## src/sv/assert_macros.svh

```systemverilog
// ----------------------------------------------------------------------------
// Assertion macros
// Shared concurrent assertion helpers for the byte packer RTL.
// ----------------------------------------------------------------------------
`ifndef ASSERT_MACROS_SVH
`define ASSERT_MACROS_SVH

`ifndef SYNTH
// The property must hold at every clock edge outside reset.
`define AST_HOLDS(label, clk, rst_n, prop) \
	label: assert property (@(posedge clk) disable iff (!rst_n) (prop)) \
		else $error("assertion failed");
// The expression must never be true at a clock edge outside reset.
`define AST_NEVER(label, clk, rst_n, expr) \
	label: assert property (@(posedge clk) disable iff (!rst_n) !(expr)) \
		else $error("forbidden condition seen");
`else
`define AST_HOLDS(label, clk, rst_n, prop)
`define AST_NEVER(label, clk, rst_n, expr)
`endif

`endif

```

## src/sv/w36bp_pkg.sv

```systemverilog
// ----------------------------------------------------------------------------
// Byte packer package
// Types, widths and format codes shared by the 36-bit word byte packer.
// ----------------------------------------------------------------------------
package w36bp_pkg;

	localparam int unsigned WORD_W        = 36;
	localparam int unsigned BYTE_W        = 8;
	localparam int unsigned JOB_BYTES     = 9;
	localparam int unsigned JOB_W         = JOB_BYTES * BYTE_W;
	localparam int unsigned LEN_W         = 4;
	localparam int unsigned W36BP_QUEUE_DEPTH = 2;

	typedef enum logic [1:0] {
		FMT_LE64 = 2'd0,
		FMT_BE64 = 2'd1,
		FMT_CORE = 2'd2,
		FMT_PAIR = 2'd3
	} fmt_t;

	// One word's worth of output: bytes in stream order, first byte in the top bits.
	typedef struct packed {
		logic [JOB_W-1:0] data;
		logic [LEN_W-1:0] len;
	} job_t;

	typedef struct packed {
		logic empty;
		logic full;
	} q_stat_t;

endpackage

```

## src/sv/word36_byte_packer.sv

```systemverilog
// With the serializer idle, an accepted word is first written into a queue entry,
// then loaded into the output register, which then shows its first byte.
// Throughput: one output byte per cycle while out_ready is high; a word is 8 bytes
// in the 64-bit formats, 5 in core dump, and 4, 5 or 9 in nine-byte pairs.
// Words are taken while earlier bytes still drain, up to the queue depth.
// Reset (asynchronous, active low) sets little-endian format, clears the open
// pair, empties the queue and drops out_valid.
// ----------------------------------------------------------------------------
// 36-bit word byte packer
// Packs 36-bit words into a byte stream in one of four selectable formats.
// ----------------------------------------------------------------------------
`include "assert_macros.svh"

module word36_byte_packer import w36bp_pkg::*; #(
	parameter int unsigned QUEUE_DEPTH = W36BP_QUEUE_DEPTH
) (
	input  logic              clk,
	input  logic              arst_n,
	input  logic              cfg_write_en,
	input  logic [1:0]        cfg_write_data,
	input  logic              in_valid,
	output logic              in_ready,
	input  logic [WORD_W-1:0] word_value,
	input  logic              last_word,
	output logic              out_valid,
	input  logic              out_ready,
	output logic [BYTE_W-1:0] out_byte,
	output logic              end_of_run
);

	q_stat_t q_stat;
	logic    push;
	logic    pop;
	job_t    push_job;
	job_t    head_job;

	w36bp_front u_front (
		.clk            (clk),
		.arst_n         (arst_n),
		.cfg_write_en   (cfg_write_en),
		.cfg_write_data (cfg_write_data),
		.in_valid       (in_valid),
		.in_ready       (in_ready),
		.word_value     (word_value),
		.last_word      (last_word),
		.q_stat         (q_stat),
		.push           (push),
		.push_job       (push_job)
	);

	w36bp_queue #(
		.QUEUE_DEPTH (QUEUE_DEPTH)
	) u_queue (
		.clk      (clk),
		.arst_n   (arst_n),
		.push     (push),
		.push_job (push_job),
		.pop      (pop),
		.head_job (head_job),
		.q_stat   (q_stat)
	);

	w36bp_back u_back (
		.clk        (clk),
		.arst_n     (arst_n),
		.q_stat     (q_stat),
		.head_job   (head_job),
		.pop        (pop),
		.out_valid  (out_valid),
		.out_ready  (out_ready),
		.out_byte   (out_byte),
		.end_of_run (end_of_run)
	);

	// A transfer that is not the final byte of a word leaves more bytes to send.
	`AST_HOLDS(a_run_continues, clk, arst_n, (out_valid && out_ready && !end_of_run) |=> out_valid)
	// The output only goes idle after the final byte of a word transfers.
	`AST_HOLDS(a_idle_after_end, clk, arst_n, $fell(out_valid) |-> $past(end_of_run && out_ready))
	// The serializer never pulls from an empty queue.
	`AST_NEVER(a_no_underflow, clk, arst_n, pop && q_stat.empty)

endmodule

```

## src/sv/w36bp_front.sv

```systemverilog
// ----------------------------------------------------------------------------
// Byte packer front end
// Holds the format register and pair state, and turns each accepted word
// into a job: the byte sequence it produces and its length.
// ----------------------------------------------------------------------------
module w36bp_front import w36bp_pkg::*; (
	input  logic              clk,
	input  logic              arst_n,
	input  logic              cfg_write_en,
	input  logic [1:0]        cfg_write_data,
	input  logic              in_valid,
	output logic              in_ready,
	input  logic [WORD_W-1:0] word_value,
	input  logic              last_word,
	input  q_stat_t           q_stat,
	output logic              push,
	output job_t              push_job
);

	fmt_t       fmt_q;
	logic [3:0] held_q;
	logic       second_q;

	assign in_ready = !q_stat.full;
	assign push     = in_valid && in_ready;

	always_comb begin
		push_job = '0;
		unique case (fmt_q)
			FMT_LE64: begin
				push_job.data = {word_value[7:0], word_value[15:8], word_value[23:16],
					word_value[31:24], 4'h0, word_value[35:32], 32'h0};
				push_job.len  = LEN_W'(8);
			end
			FMT_BE64: begin
				push_job.data = {24'h0, 4'h0, word_value[35:32], word_value[31:0], 8'h00};
				push_job.len  = LEN_W'(8);
			end
			FMT_CORE: begin
				push_job.data = {word_value[35:4], 4'h0, word_value[3:0], 32'h0};
				push_job.len  = LEN_W'(5);
			end
			FMT_PAIR: begin
				if (!second_q) begin
					if (last_word) begin
						// A lone first word flushes the shared byte and four zero bytes.
						push_job.data = {word_value[35:4], word_value[3:0], 4'h0, 32'h0};
						push_job.len  = LEN_W'(9);
					end else begin
						push_job.data = {word_value[35:4], 40'h0};
						push_job.len  = LEN_W'(4);
					end
				end else begin
					push_job.data = {held_q, word_value[35:32], word_value[31:0], 32'h0};
					push_job.len  = LEN_W'(5);
				end
			end
			default: begin
				push_job = '0;
			end
		endcase
	end

	always_ff @(posedge clk or negedge arst_n) begin
		if (!arst_n) begin
			fmt_q    <= FMT_LE64;
			held_q   <= '0;
			second_q <= 1'b0;
		end else begin
			if (cfg_write_en) begin
				fmt_q <= fmt_t'(cfg_write_data);
			end
			if (push && fmt_q == FMT_PAIR) begin
				if (!second_q && !last_word) begin
					held_q   <= word_value[3:0];
					second_q <= 1'b1;
				end else begin
					held_q   <= '0;
					second_q <= 1'b0;
				end
			end
		end
	end

endmodule

```

## src/sv/w36bp_queue.sv

```systemverilog
// ----------------------------------------------------------------------------
// Byte packer job queue
// Short FIFO of jobs between the front end and the byte serializer.
// ----------------------------------------------------------------------------
module w36bp_queue import w36bp_pkg::*; #(
	parameter int unsigned QUEUE_DEPTH = W36BP_QUEUE_DEPTH
) (
	input  logic    clk,
	input  logic    arst_n,
	input  logic    push,
	input  job_t    push_job,
	input  logic    pop,
	output job_t    head_job,
	output q_stat_t q_stat
);

	localparam int unsigned PTR_W = (QUEUE_DEPTH > 1) ? $clog2(QUEUE_DEPTH) : 1;
	localparam int unsigned CNT_W = $clog2(QUEUE_DEPTH + 1);

	job_t             entry_q [QUEUE_DEPTH];
	logic [PTR_W-1:0] wr_ptr_q;
	logic [PTR_W-1:0] rd_ptr_q;
	logic [CNT_W-1:0] cnt_q;

	function automatic logic [PTR_W-1:0] ptr_next(input logic [PTR_W-1:0] p);
		logic [PTR_W-1:0] r;
		if (p == PTR_W'(QUEUE_DEPTH - 1)) begin
			r = '0;
		end else begin
			r = p + PTR_W'(1);
		end
		return r;
	endfunction

	assign head_job     = entry_q[rd_ptr_q];
	assign q_stat.empty = (cnt_q == '0);
	assign q_stat.full  = (cnt_q == CNT_W'(QUEUE_DEPTH));

	always_ff @(posedge clk) begin
		if (push) begin
			entry_q[wr_ptr_q] <= push_job;
		end
	end

	always_ff @(posedge clk or negedge arst_n) begin
		if (!arst_n) begin
			wr_ptr_q <= '0;
			rd_ptr_q <= '0;
			cnt_q    <= '0;
		end else begin
			if (push) begin
				wr_ptr_q <= ptr_next(wr_ptr_q);
			end
			if (pop) begin
				rd_ptr_q <= ptr_next(rd_ptr_q);
			end
			if (push && !pop) begin
				cnt_q <= cnt_q + CNT_W'(1);
			end else if (pop && !push) begin
				cnt_q <= cnt_q - CNT_W'(1);
			end
		end
	end

endmodule

```

## src/sv/w36bp_back.sv

```systemverilog
// ----------------------------------------------------------------------------
// Byte packer serializer
// Loads one job at a time and shifts its bytes out on the output channel.
// ----------------------------------------------------------------------------
module w36bp_back import w36bp_pkg::*; (
	input  logic              clk,
	input  logic              arst_n,
	input  q_stat_t           q_stat,
	input  job_t              head_job,
	output logic              pop,
	output logic              out_valid,
	input  logic              out_ready,
	output logic [BYTE_W-1:0] out_byte,
	output logic              end_of_run
);

	logic             valid_q;
	logic [JOB_W-1:0] shift_q;
	logic [LEN_W-1:0] left_q;
	logic             xfer;
	logic             last_xfer;

	assign out_valid  = valid_q;
	assign out_byte   = shift_q[JOB_W-1 -: BYTE_W];
	assign end_of_run = (left_q == LEN_W'(1));
	assign xfer       = valid_q && out_ready;
	assign last_xfer  = xfer && end_of_run;
	// When the queue is not empty, the next job loads in the same cycle the final byte of the current one transfers.
	assign pop        = !q_stat.empty && (!valid_q || last_xfer);

	always_ff @(posedge clk) begin
		if (pop) begin
			shift_q <= head_job.data;
		end else if (xfer) begin
			shift_q <= {shift_q[JOB_W-BYTE_W-1:0], BYTE_W'(0)};
		end
	end

	always_ff @(posedge clk or negedge arst_n) begin
		if (!arst_n) begin
			valid_q <= 1'b0;
			left_q  <= '0;
		end else begin
			if (pop) begin
				valid_q <= 1'b1;
				left_q  <= head_job.len;
			end else if (last_xfer) begin
				valid_q <= 1'b0;
				left_q  <= '0;
			end else if (xfer) begin
				left_q  <= left_q - LEN_W'(1);
			end
		end
	end

endmodule
```

## config.mk

```make
export PLATFORM = sky130hd
export DESIGN_NAME = word36_byte_packer
export DESIGN_NICKNAME = d
export VERILOG_FILES = /design/src/sv/w36bp_pkg.sv /design/src/sv/word36_byte_packer.sv /design/src/sv/w36bp_front.sv /design/src/sv/w36bp_queue.sv /design/src/sv/w36bp_back.sv
export VERILOG_INCLUDE_DIRS = /design/src /design/src/sv
export SDC_FILE = /design/constraint.sdc
export NUM_CORES = 1
export LEC_CHECK = 0
export BUFFER_PORTS_ARGS = -buffer_cell sky130_fd_sc_hd__clkbuf_2
export CAP_MARGIN = 20
export CELL_PAD_IN_SITES_DETAIL_PLACEMENT = 1
export CELL_PAD_IN_SITES_GLOBAL_PLACEMENT = 1
export CORE_MARGIN = 2
export CORE_UTILIZATION = 54
export CTS_CLUSTER_SIZE = 40
export DETAILED_ROUTE_END_ITERATION = 6
export HOLD_SLACK_MARGIN = 0.03
export PLACE_DENSITY = 0.91
export SYNTH_ARGS = -nofsm -noshare
export SYNTH_HDL_FRONTEND = slang
export SYNTH_SLANG_ARGS = --single-unit
```

## constraint.sdc

```tcl
create_clock -name clk -period 11.3 [get_ports clk]
set_clock_uncertainty 0.1 [all_clocks]
set_input_delay 1.695 -clock clk [delete_from_list [all_inputs] [get_ports clk]]
set_output_delay 1.695 -clock clk [all_outputs]
set_load 0.01 [all_outputs]
```

[Word level (Yosys, flattened, before mapping)]
Memories as Yosys holds them, arrays and structs flattened.
Cells that the tools add are included.
Operators by class
  add/subtract/negate cells: 5
  multiply operators: 0
  div/mod/pow operators: 0
  $lt $le $gt $ge: 0
  equality and inequality tests: 5
  shift operators: 0
  mux-type cells: 18
  bitwise operators: 0
  reductions and logical operators: 22
Operator list (number)
  case mux 76 bit (4 select lines): 1
  two-way mux 72 bit: 2
  two-way mux 76 bit: 1
  two-way mux 44 bit: 1
  two-way mux 4 bit: 4
  logical AND 1 bit: 8
  logical NOT 1 bit: 7
  two-way mux 1 bit: 7
  == test 2 bit, second input constant: 3
  nonzero test 2 bit: 3
  == test 4 x 1 -> 1 bit, second input constant: 1
  logical NOT 2 bit: 2
  two-way mux 2 bit: 2
  subtractor 4 x 1 -> 4 bit, second input constant: 1
  nonzero test 3 bit: 1
  adder 1 bit, second input constant: 2
  adder 2 x 1 -> 2 bit, second input constant: 1
  == test 2 x 1 -> 1 bit, second input constant: 1
  subtractor 2 x 1 -> 2 bit, second input constant: 1
  logical OR 1 bit: 1
Word-level totals
  register bits after elaboration: 88
  latch bits: 0
  RAM bits: 152
  memory bits (read-only): 0
  input port bits: 44
  output and inout bits: 11
  word-level logic and storage cells: 60
  memories kept: 1
Memory list
  u_queue.entry_q: words 2, width 76, read ports 1, clocked after memory_dff 0, wr ports 1, line w36bp_queue.sv:20  | job_t entry_q [QUEUE_DEPTH];

[Depth between registers and ports, before layout]
Gate-level depths: netlist of run 1.
  word-level depth: 7
  mapped depth: 10
  depth with buffers taken out: 9

[Hierarchy]
A second synthesis of run 1 with hierarchy kept.
Unflattened totals
  cells, all modules: 701
  area total of the unflattened synthesis: 10960.5 µm²
Modules (own cells, without submodules)
  w36bp_queue: instances 1, cells an instance 253, area an instance 5806.8 µm², seq. area each 4664.5 µm²
  w36bp_back: instances 1, cells an instance 199, area an instance 3430.8 µm², seq. area each 2287.2 µm²
  w36bp_front: instances 1, cells an instance 249, area an instance 1722.9 µm², seq. area each 175.2 µm²

[Worst setup path after synthesis of run 1]
No wires, ideal clock.
  path type: input -> register
  from: in in_valid
  to: mem u_queue.entry_q[0][0] (netlist bit), enable pin
  setup time: 0.492 ns
  data arrival time: 4.587 ns
  required time: 10.708 ns
  slack: 6.120 ns
  cell stages on the path: 2
  buffers on the path: 0
  cells stage by stage: nand2_1 > nor2_1
Between the ends
  longest elaborated chain between the ends: 3
RTL lines
  start: declaration: line word36_byte_packer.sv:21  | input logic in_valid,
  logical AND 1 bit: line w36bp_front.sv:25  | assign push = in_valid && in_ready;
  two-way mux 1 bit: line w36bp_queue.sv:40  | if (push) begin
  two-way mux 1 bit (not written as such): line w36bp_queue.sv:41  | entry_q[wr_ptr_q] <= push_job;
  end: declaration: line w36bp_queue.sv:20
No other way between the ends.

[Worst setup path after layout of run 1]
  from: in out_ready
  to: reg u_back.shift_q[58] (data pin)
Between the ends
  longest elaborated chain between the ends: 5
RTL lines
  start: declaration: line word36_byte_packer.sv:26  | input logic out_ready,
  logical AND 1 bit: line w36bp_back.sv:26  | assign xfer = valid_q && out_ready;
  logical AND 1 bit: line w36bp_back.sv:27  | assign last_xfer = xfer && end_of_run;
  logical OR 1 bit: line w36bp_back.sv:29  | assign pop = !q_stat.empty && (!valid_q || last_xfer);
  logical AND 1 bit: line w36bp_back.sv:29
  two-way mux 72 bit: line w36bp_back.sv:32  | if (pop) begin
  end signal: assignment: line w36bp_back.sv:33  | shift_q <= head_job.data;
  end signal: assignment: line w36bp_back.sv:35  | shift_q <= {shift_q[JOB_W-BYTE_W-1:0], BYTE_W'(0)};
  end: declaration: line w36bp_back.sv:18  | logic [JOB_W-1:0] shift_q;
No other way between the ends.
A chain may end at the register's enable or synchronous reset.

==> impl_results.md, run 1 <==
* H-tree Lvls at 1
* Tightest Pin Transition at 1150 ps
* Yosys top cell area share at 63.6%
* Period utilisation layout at 32.1%
* Std cell rows at 48
* Layout cell share with drive strength beyond 1 at 14.5%
* Clock-pin slew on the worst setup and hold paths at 70 ps
* Busiest layer in global routing: met2
* Drt pass-1 iters at 5
* Largest net degree at the start of global routing at 109
* Switching Share at 31.9%
* Max-slew headroom at 22.8%
* Final setup TNS at 0 ps
* Setup CP Type: primary input to flop
* Crit end category: flop
* Avg Cell Area, Syn at 13.1 um^2
* Cts-stage hold buffer count at 0
* Peak supply drop at 318 uV
* DR DRC count at 0
* Cell taking the most area after synthesis: edfxtp_1
* Initial antenna violation count at 1
* Port Buf Inserts at 54
* Initial DRC count at 653
* Final min period at 3620 ps
* Sequential cell fraction of total power at 47.9%
* Met2 usage at 50.2%
* CP Max Fanout at 108
* Final hold viol count at 0
* Netlist Area Pre-Place at 9350 um^2
* Vias in the first global route at 6687
* FF+latch count, synth at 214
* Final #Nets at 796
* Post_cts resized at 0
* RSZ-0062 raised after global routing: false
* Met1 Track Usage GR at 36.5%
* CTS tree: built
* Clock Latency Late Sink at 510 ps
* HPWL after DPL at 15100 um
* EDFF count, synth at 198
* Clk sinks at 214
* NetSw at 0.807 mW
* Setup Fix Bufs, Post-CTS at 0
* Startpoint types: primary input
* Die W at 136 um
* Most frequent cells after synthesis: edfxtp_1 (198), nand2_1 (87), mux2i_1 (79)
* M3 GR Usage at 4.86%
* Wire per inst at 26.5 um
* Final GP Congestion at 0.886
* Setup-failing EPs final at 0
* I/O pin total at 55
* P_leak at 4.10 nW
* Final Util at 60.8%
* CTS max path bufs at 3
* Mapped Cells at 712
* DR vias at 6151
* Non-filler instance count after layout at 991
* GR Overflow Total at 0
* Post-synthesis sequential area ratio at 67.9%
* Syn nets at 759
* CTS root buf: clkbuf_16
* Chip height at 136 um
* Comb pwr share at 24.2%
* Starting Density at 54.6%
* Core ar. at 17100 um^2
* Count leader, synth: edfxtp_1
* First-pass GRT wire length at 40000 um
* Min-Delay Path Class: flop to flop
* Internal at 1.72 mW
* Yosys warning count at 0
* Full die area at 18400 um^2
* Top FF cell, synth: edfxtp_1
* GRT Overall Usage at 29.2%
* Synth top area cells: edfxtp_1 (64%), mux2i_1 (8.5%), dfrtp_1 (4.3%)
* Worst path required time at 11380 ps
* ANT nets after route at 0
* P&R area growth vs syn at 11.3%
* Max Fclk at 276 MHz
* Asr flop ratio synth at 7.48%
* Placed Cells at 948
* Slew Limit Fails at 0
* Max-Cap Viols at 0
* PwrDens at 243 nW/um^2
* Filler cells at 1652
* Crit path arrival time at 3700 ps
* Total routed wirelength at 26200 um
* Num CTS Buffers at 22
* Distinct cells, synth at 42
* Via density at 6.21
* Status: finished, final reports clean
* Clock Power Share at 27.9%
## registers in the layout, summed over array words and instances (netlist names)
register / flops
u_back.out_valid: 1
u_queue.rd_ptr_q: 1
u_front.fmt_q: 2
u_back.shift_q: 64
u_front.second_q: 1
u_back.left_q: 4
u_queue.cnt_q: 2
u_queue.entry_q: 134
u_front.held_q: 4
u_queue.wr_ptr_q: 1
## placed cells by master (no fill, tap or decap), types with 4 or more instances in the layout
master and instances:
inv_1 14, a22oi_1 4, a211oi_1 5, dfrtp_1 14, edfxtp_1 198, mux2_2 6
clkbuf_16 23, nand3_1 8, o2bb2ai_1 4, clkbuf_1 6, nand2_1 87, and2_1 25
mux2i_1 79, nor2_1 72, buf_4 9, o21ai_0 27, o22ai_1 4, nor2b_1 4
a31oi_1 4, clkbuf_2 54, a21oi_1 56, a22o_1 18
## area by class of cell
cell class / instances / area (um^2) / area share, %
clock inverter: 11 / 93.8 / 0.901
tap: 225 / 282 / 2.70
sequential: 214 / 6350 / 61.0
timing repair buffer: 64 / 365 / 3.51
antenna: 1 / 2.50 / 0.0240
inverter: 16 / 60.1 / 0.577
multi-input combinational: 431 / 2660 / 25.5
clock buffer: 29 / 598 / 5.74
## stage by stage
step / setup WS, ps / cell area, um^2 / hold WS (ps) / power [mW]
after floorplan: 6120 / 9350 / 350 / 1.61
after global placement: 7500 / 9680 / 362 / 1.72
after detailed placement: 7310 / 9680 / 392 / 1.78
after CTS: 7740 / 10400 / 411 / 2.52
after global routing: 7500 / 10400 / 458 / 2.61
final: 7680 / 10400 / 414 / 2.53
## routing by layer
layer / part of all wire (%) / wire length (um)
met1: 38 / 9960
met2: 51 / 13300
met3: 6.7 / 1760
met4: 4.8 / 1250
met5: 0 / 0
## logic make-up after synthesis
| logic type | after synthesis | share of synthesized area (%) |
|---|---|---|
| muxes | 86 | 9.42 |
| buffers and inverters | 67 | 3.79 |
| DFF | 214 | 67.9 |
| AOI/OAI and AO/OA | 129 | 8.47 |
| and+or+nand+nor | 208 | 9.59 |
| adders and majority gates | 3 | 0.401 |
| xor gates and xnor gates | 5 | 0.468 |
## worst paths after layout
kind,from,endpoint,slack [ps],cells after the start
hold / removal,u_front.held_q[2]$_DFFE_PN0P_,u_front.held_q[2]$_DFFE_PN0P_,410,2
setup / recovery,out_ready,u_back.shift_q[58]$_DFFE_PP_,7680,5
min in group asynchronous,arst_n,u_queue.wr_ptr_q$_DFFE_PN0N_,1010,1
setup reg to reg,u_back.left_q[1]$_DFFE_PN0P_,u_back.shift_q[58]$_DFFE_PP_,8260,6
max in group asynchronous,arst_n,u_queue.rd_ptr_q$_DFFE_PN0N_,9730,1
hold reg to reg,u_front.held_q[2]$_DFFE_PN0P_,u_front.held_q[2]$_DFFE_PN0P_,410,2
## critical path: stages
cell and delay [ps]:
clkbuf_2 160, nand4bb_1 280, a21oi_4 350, buf_4 870, a21oi_1 250
## power groups by stage
| stage | Combinational, mW | Clock, mW | Sequential [mW] |
|---|---|---|---|
| 6_report | 0.612 | 0.705 | 1.21 |
| 5_1_grt | 0.657 | 0.733 | 1.22 |
| 4_1_cts | 0.600 | 0.709 | 1.21 |
| 3_5_place_dp | 0.573 | 0 | 1.21 |
| 3_3_place_gp | 0.530 | 0 | 1.19 |
| 2_1_floorplan | 0.436 | 0 | 1.17 |
No activity file was read; power rests on OpenSTA's default activity.
==> inputs of run 2 (changes only) <==
--- a/config.mk
+++ b/config.mk
@@ -11,11 +11,11 @@
 export CELL_PAD_IN_SITES_DETAIL_PLACEMENT = 1
 export CELL_PAD_IN_SITES_GLOBAL_PLACEMENT = 1
 export CORE_MARGIN = 2
-export CORE_UTILIZATION = 54
+export CORE_UTILIZATION = 50
 export CTS_CLUSTER_SIZE = 40
 export DETAILED_ROUTE_END_ITERATION = 6
 export HOLD_SLACK_MARGIN = 0.03
-export PLACE_DENSITY = 0.91
+export PLACE_DENSITY = 0.86
 export SYNTH_ARGS = -nofsm -noshare
 export SYNTH_HDL_FRONTEND = slang
 export SYNTH_SLANG_ARGS = --single-unit
==> constraint.sdc (replaced) <==
create_clock -name clk -period 3.35 [get_ports clk]
set_clock_uncertainty 0.1 [all_clocks]
set_input_delay 0.5025 -clock clk [delete_from_list [all_inputs] [get_ports clk]]
set_output_delay 0.5025 -clock clk [all_outputs]
set_load 0.01 [all_outputs]
==> run 2 against run 1 <==
Clock power rose to 3.2 times the previous value. Global-route usage fell by 4.0 points. Utilization is 4.5 points lower. Power grew to 3.3 times the previous value. Largest cell class unchanged. Die area increased by 7.8%. Non-clock buffer count increased by 1. Sequential cell count unchanged. Sequential power rose to 3.4 times the previous value.
==> impl_results.md, run 2 (synthesis gave the netlist of run 1 again) <==
* Status: finished, final reports clean (unchanged)
* P_leak at 4.10 nW (about the same)
* Vias in the first global route at 6489 (was 6687)
* Largest net degree at the start of global routing at 115 (was 109)
* Filler cells at 1827 (was 1652)
* Slew Limit Fails at 0 (unchanged)
* Total routed wirelength at 24600 um (was 26200 um)
* Core ar. at 18500 um^2 (was 17100 um^2)
* Most common cell on crit path: nand2_1
* Max-slew headroom at 27.7% (was 22.8%)
* P&R area growth vs syn at 11.5% (was 11.3%)
* Crit path max-delay family: simple AND/OR/NAND/NOR gates (was buffers and inverters)
* Chip height at 141 um (was 136 um)
* Buf/Inv on CP at 0 (was 2)
* Period utilisation layout at 78.5%
* Wire per inst at 24.6 um (was 26.5 um)
* Clk sinks at 214 (unchanged)
* Final #Nets at 797 (was 796)
* Num CTS Buffers at 22 (unchanged)
* GR Overflow Total at 0 (unchanged)
* Commonest non-fill, non-tap cells in the layout: edfxtp_1 (198), nand2_1 (87), mux2i_1 (79) (unchanged)
* Hold path cells at 2 (unchanged)
* Initial DRC count at 567 (was 653)
* Min-delay src: cfg_write_data[1] (was u_front.held_q[2]$_DFFE_PN0P_)
* Peak supply drop at 892 uV (was 318 uV)
* Via density at 6.06 (was 6.21)
* Starting Density at 50.5% (was 54.6%)
* Startpoint types: flop (was primary input)
* Min-Delay Path Class: primary input to flop (was flop to flop)
* Setup CP Type: flop to flop (was primary input to flop)
* Final Util at 56.3% (was 60.8%)
* Final setup TNS at 0 ps (unchanged)
* Port Buf Inserts at 54 (unchanged)
* PwrDens at 799 nW/um^2 (was 243 nW/um^2)
* End point of the worst hold path: u_front.fmt_q[1]$_DFFE_PN0P_ (was u_front.held_q[2]$_DFFE_PN0P_)
* WHS at 137 ps (was 414 ps)
* Register bank with the most flops: u_queue.entry_q (unchanged)
* Worst r2r path cells at 4 (was 6)
* R2R setup slack at 720 ps (was 8260 ps)
* Max reg flops at 134 (unchanged)
* Std cell rows at 50 (was 48)
* Commonest non-fill, non-tap cell in the layout: edfxtp_1 (unchanged)
* Tightest Pin Transition at 1080 ps (was 1150 ps)
* CP Cell Sequence: nand2_1, nand2_1, o21ai_0, a22o_1 (was clkbuf_2, nand4bb_1, a21oi_4, buf_4, a21oi_1)
* CP Max Fanout at 30 (was 108)
* Post_cts resized at 0 (unchanged)
* GRT Overall Usage at 25.1% (was 29.2%)
* Final GP Congestion at 0.867 (was 0.886)
* Full die area at 19800 um^2 (was 18400 um^2)
* DR DRC count at 0 (unchanged)
* Setup-failing EPs final at 0 (unchanged)
* First-pass GRT wire length at 37800 um (was 40000 um)
* HPWL after DPL at 15700 um (was 15100 um)
* Final hold viol count at 0 (unchanged)
* Max Fclk at 380 MHz
* Worst Setup SP: u_front.second_q$_DFFE_PN0P_ (was out_ready)
* Max-Cap Viols at 0 (unchanged)
* Layout cell share with drive strength beyond 1 at 14.5% (about the same)
* I/O pin total at 55 (unchanged)
* Clock Latency Late Sink at 500 ps (was 510 ps)
* RSZ-0062 raised after global routing: false (unchanged)
* CTS max path bufs at 3 (unchanged)
* H-tree Lvls at 1 (unchanged)
* CTS tree: built (unchanged)
* Drt pass-1 iters at 5 (unchanged)
* Final min period at 2630 ps
* Initial antenna violation count at 0 (was 1)
* Diodes inserted at 0 (was 1)
* Critical-path top delay cell: nand2_1 (was buf_4)
* DR vias at 6057 (was 6151)
* R2r endpoint: u_queue.entry_q[0][59]$_DFFE_PP_ (was u_back.shift_q[58]$_DFFE_PP_)
* Crit end category: flop (unchanged)
* R2R Path Start: u_front.second_q$_DFFE_PN0P_ (was u_back.left_q[1]$_DFFE_PN0P_)
* Crit path arrival time at 2780 ps (was 3700 ps)
* Die W at 141 um (was 136 um)
* ANT nets after route at 0 (unchanged)
* Clock-pin slew on the worst setup and hold paths at 60 ps (was 70 ps)
* Top flop regs: u_queue.entry_q x134, u_back.shift_q x64 (unchanged)
* Critical path's largest stage delay at 820 ps (was 870 ps)
* Worst path required time at 3500 ps (was 11380 ps)
* CTS root buf: clkbuf_16 (unchanged)
-- run 2: cell count changes in the layout (fill, tap and decap cells not counted), moves of 2 or more --
cell        previous run  this run
buf_4                  9         6
clkinvlp_4             3         1
buf_12                 0         4
clkinv_2               2         6
-- run 2: cell type report --
type	instances	area [um^2]	share of cell area (%)
Clock inverter	11	57.6	0.552
Clock buffer	29	598	5.74
Sequential cell	214	6350	60.9
Timing Repair Buffer	65	405	3.89
Multi-Input combinational cell	431	2660	25.5
Tap cell	234	293	2.81
Inverter	16	60.1	0.576
-- run 2: worst max-delay path by stage --
stage	endpoint	slack, ps	cells after the start
after global routing	u_queue.entry_q[1][55]$_DFFE_PP_	590	4
final	u_queue.entry_q[0][59]$_DFFE_PP_	720	4
after detailed placement	u_queue.entry_q[0][59]$_DFFE_PP_	900	4
after global placement	u_queue.entry_q[0][70]$_DFFE_PP_	1060	4
after floorplan	u_queue.entry_q[0][0]$_DFFE_PP_	340	3
after CTS	u_queue.entry_q[0][55]$_DFFE_PP_	820	4
-- run 2: power by group --
group | switching [mW] | internal, mW | leakage (nW)
clock network | 1.00 | 1.26 | 0.323
registers | 0.392 | 3.74 | 2.10
logic | 1.22 | 0.715 | 1.68
-- run 2: metrics by stage --
stage | power (mW) | cell area, um^2 | setup WS, ps | instances
2_1_floorplan | 5.42 | 9350 | 336 | 712
3_3_place_gp | 5.87 | 9760 | 1060 | 959
3_5_place_dp | 6.06 | 9760 | 899 | 959
4_1_cts | 8.36 | 10400 | 819 | 1000
5_1_grt | 8.67 | 10400 | 586 | 1000
6_report | 8.33 | 10400 | 721 | 1000
-- run 2: what timing repair did --
action / 4_1_cts / 5_1_grt
buffers inserted: 0 / 0
endpoints found under the hold margin: 16 / 0
hold buffers: 1 / 0
-- run 2: per-layer routing --
layer | vias to the layer above | wire [um] | share of wire (%) | track usage, %
met5 | - | 0 | 0 | 0
met4 | 0 | 1180 | 4.8 | 11.5
met3 | 68 | 1350 | 5.5 | 3.26
met2 | 280 | 12700 | 52 | 44.6
met1 | 3043 | 9330 | 38 | 30.7
li1 | 2666 | - | - | -
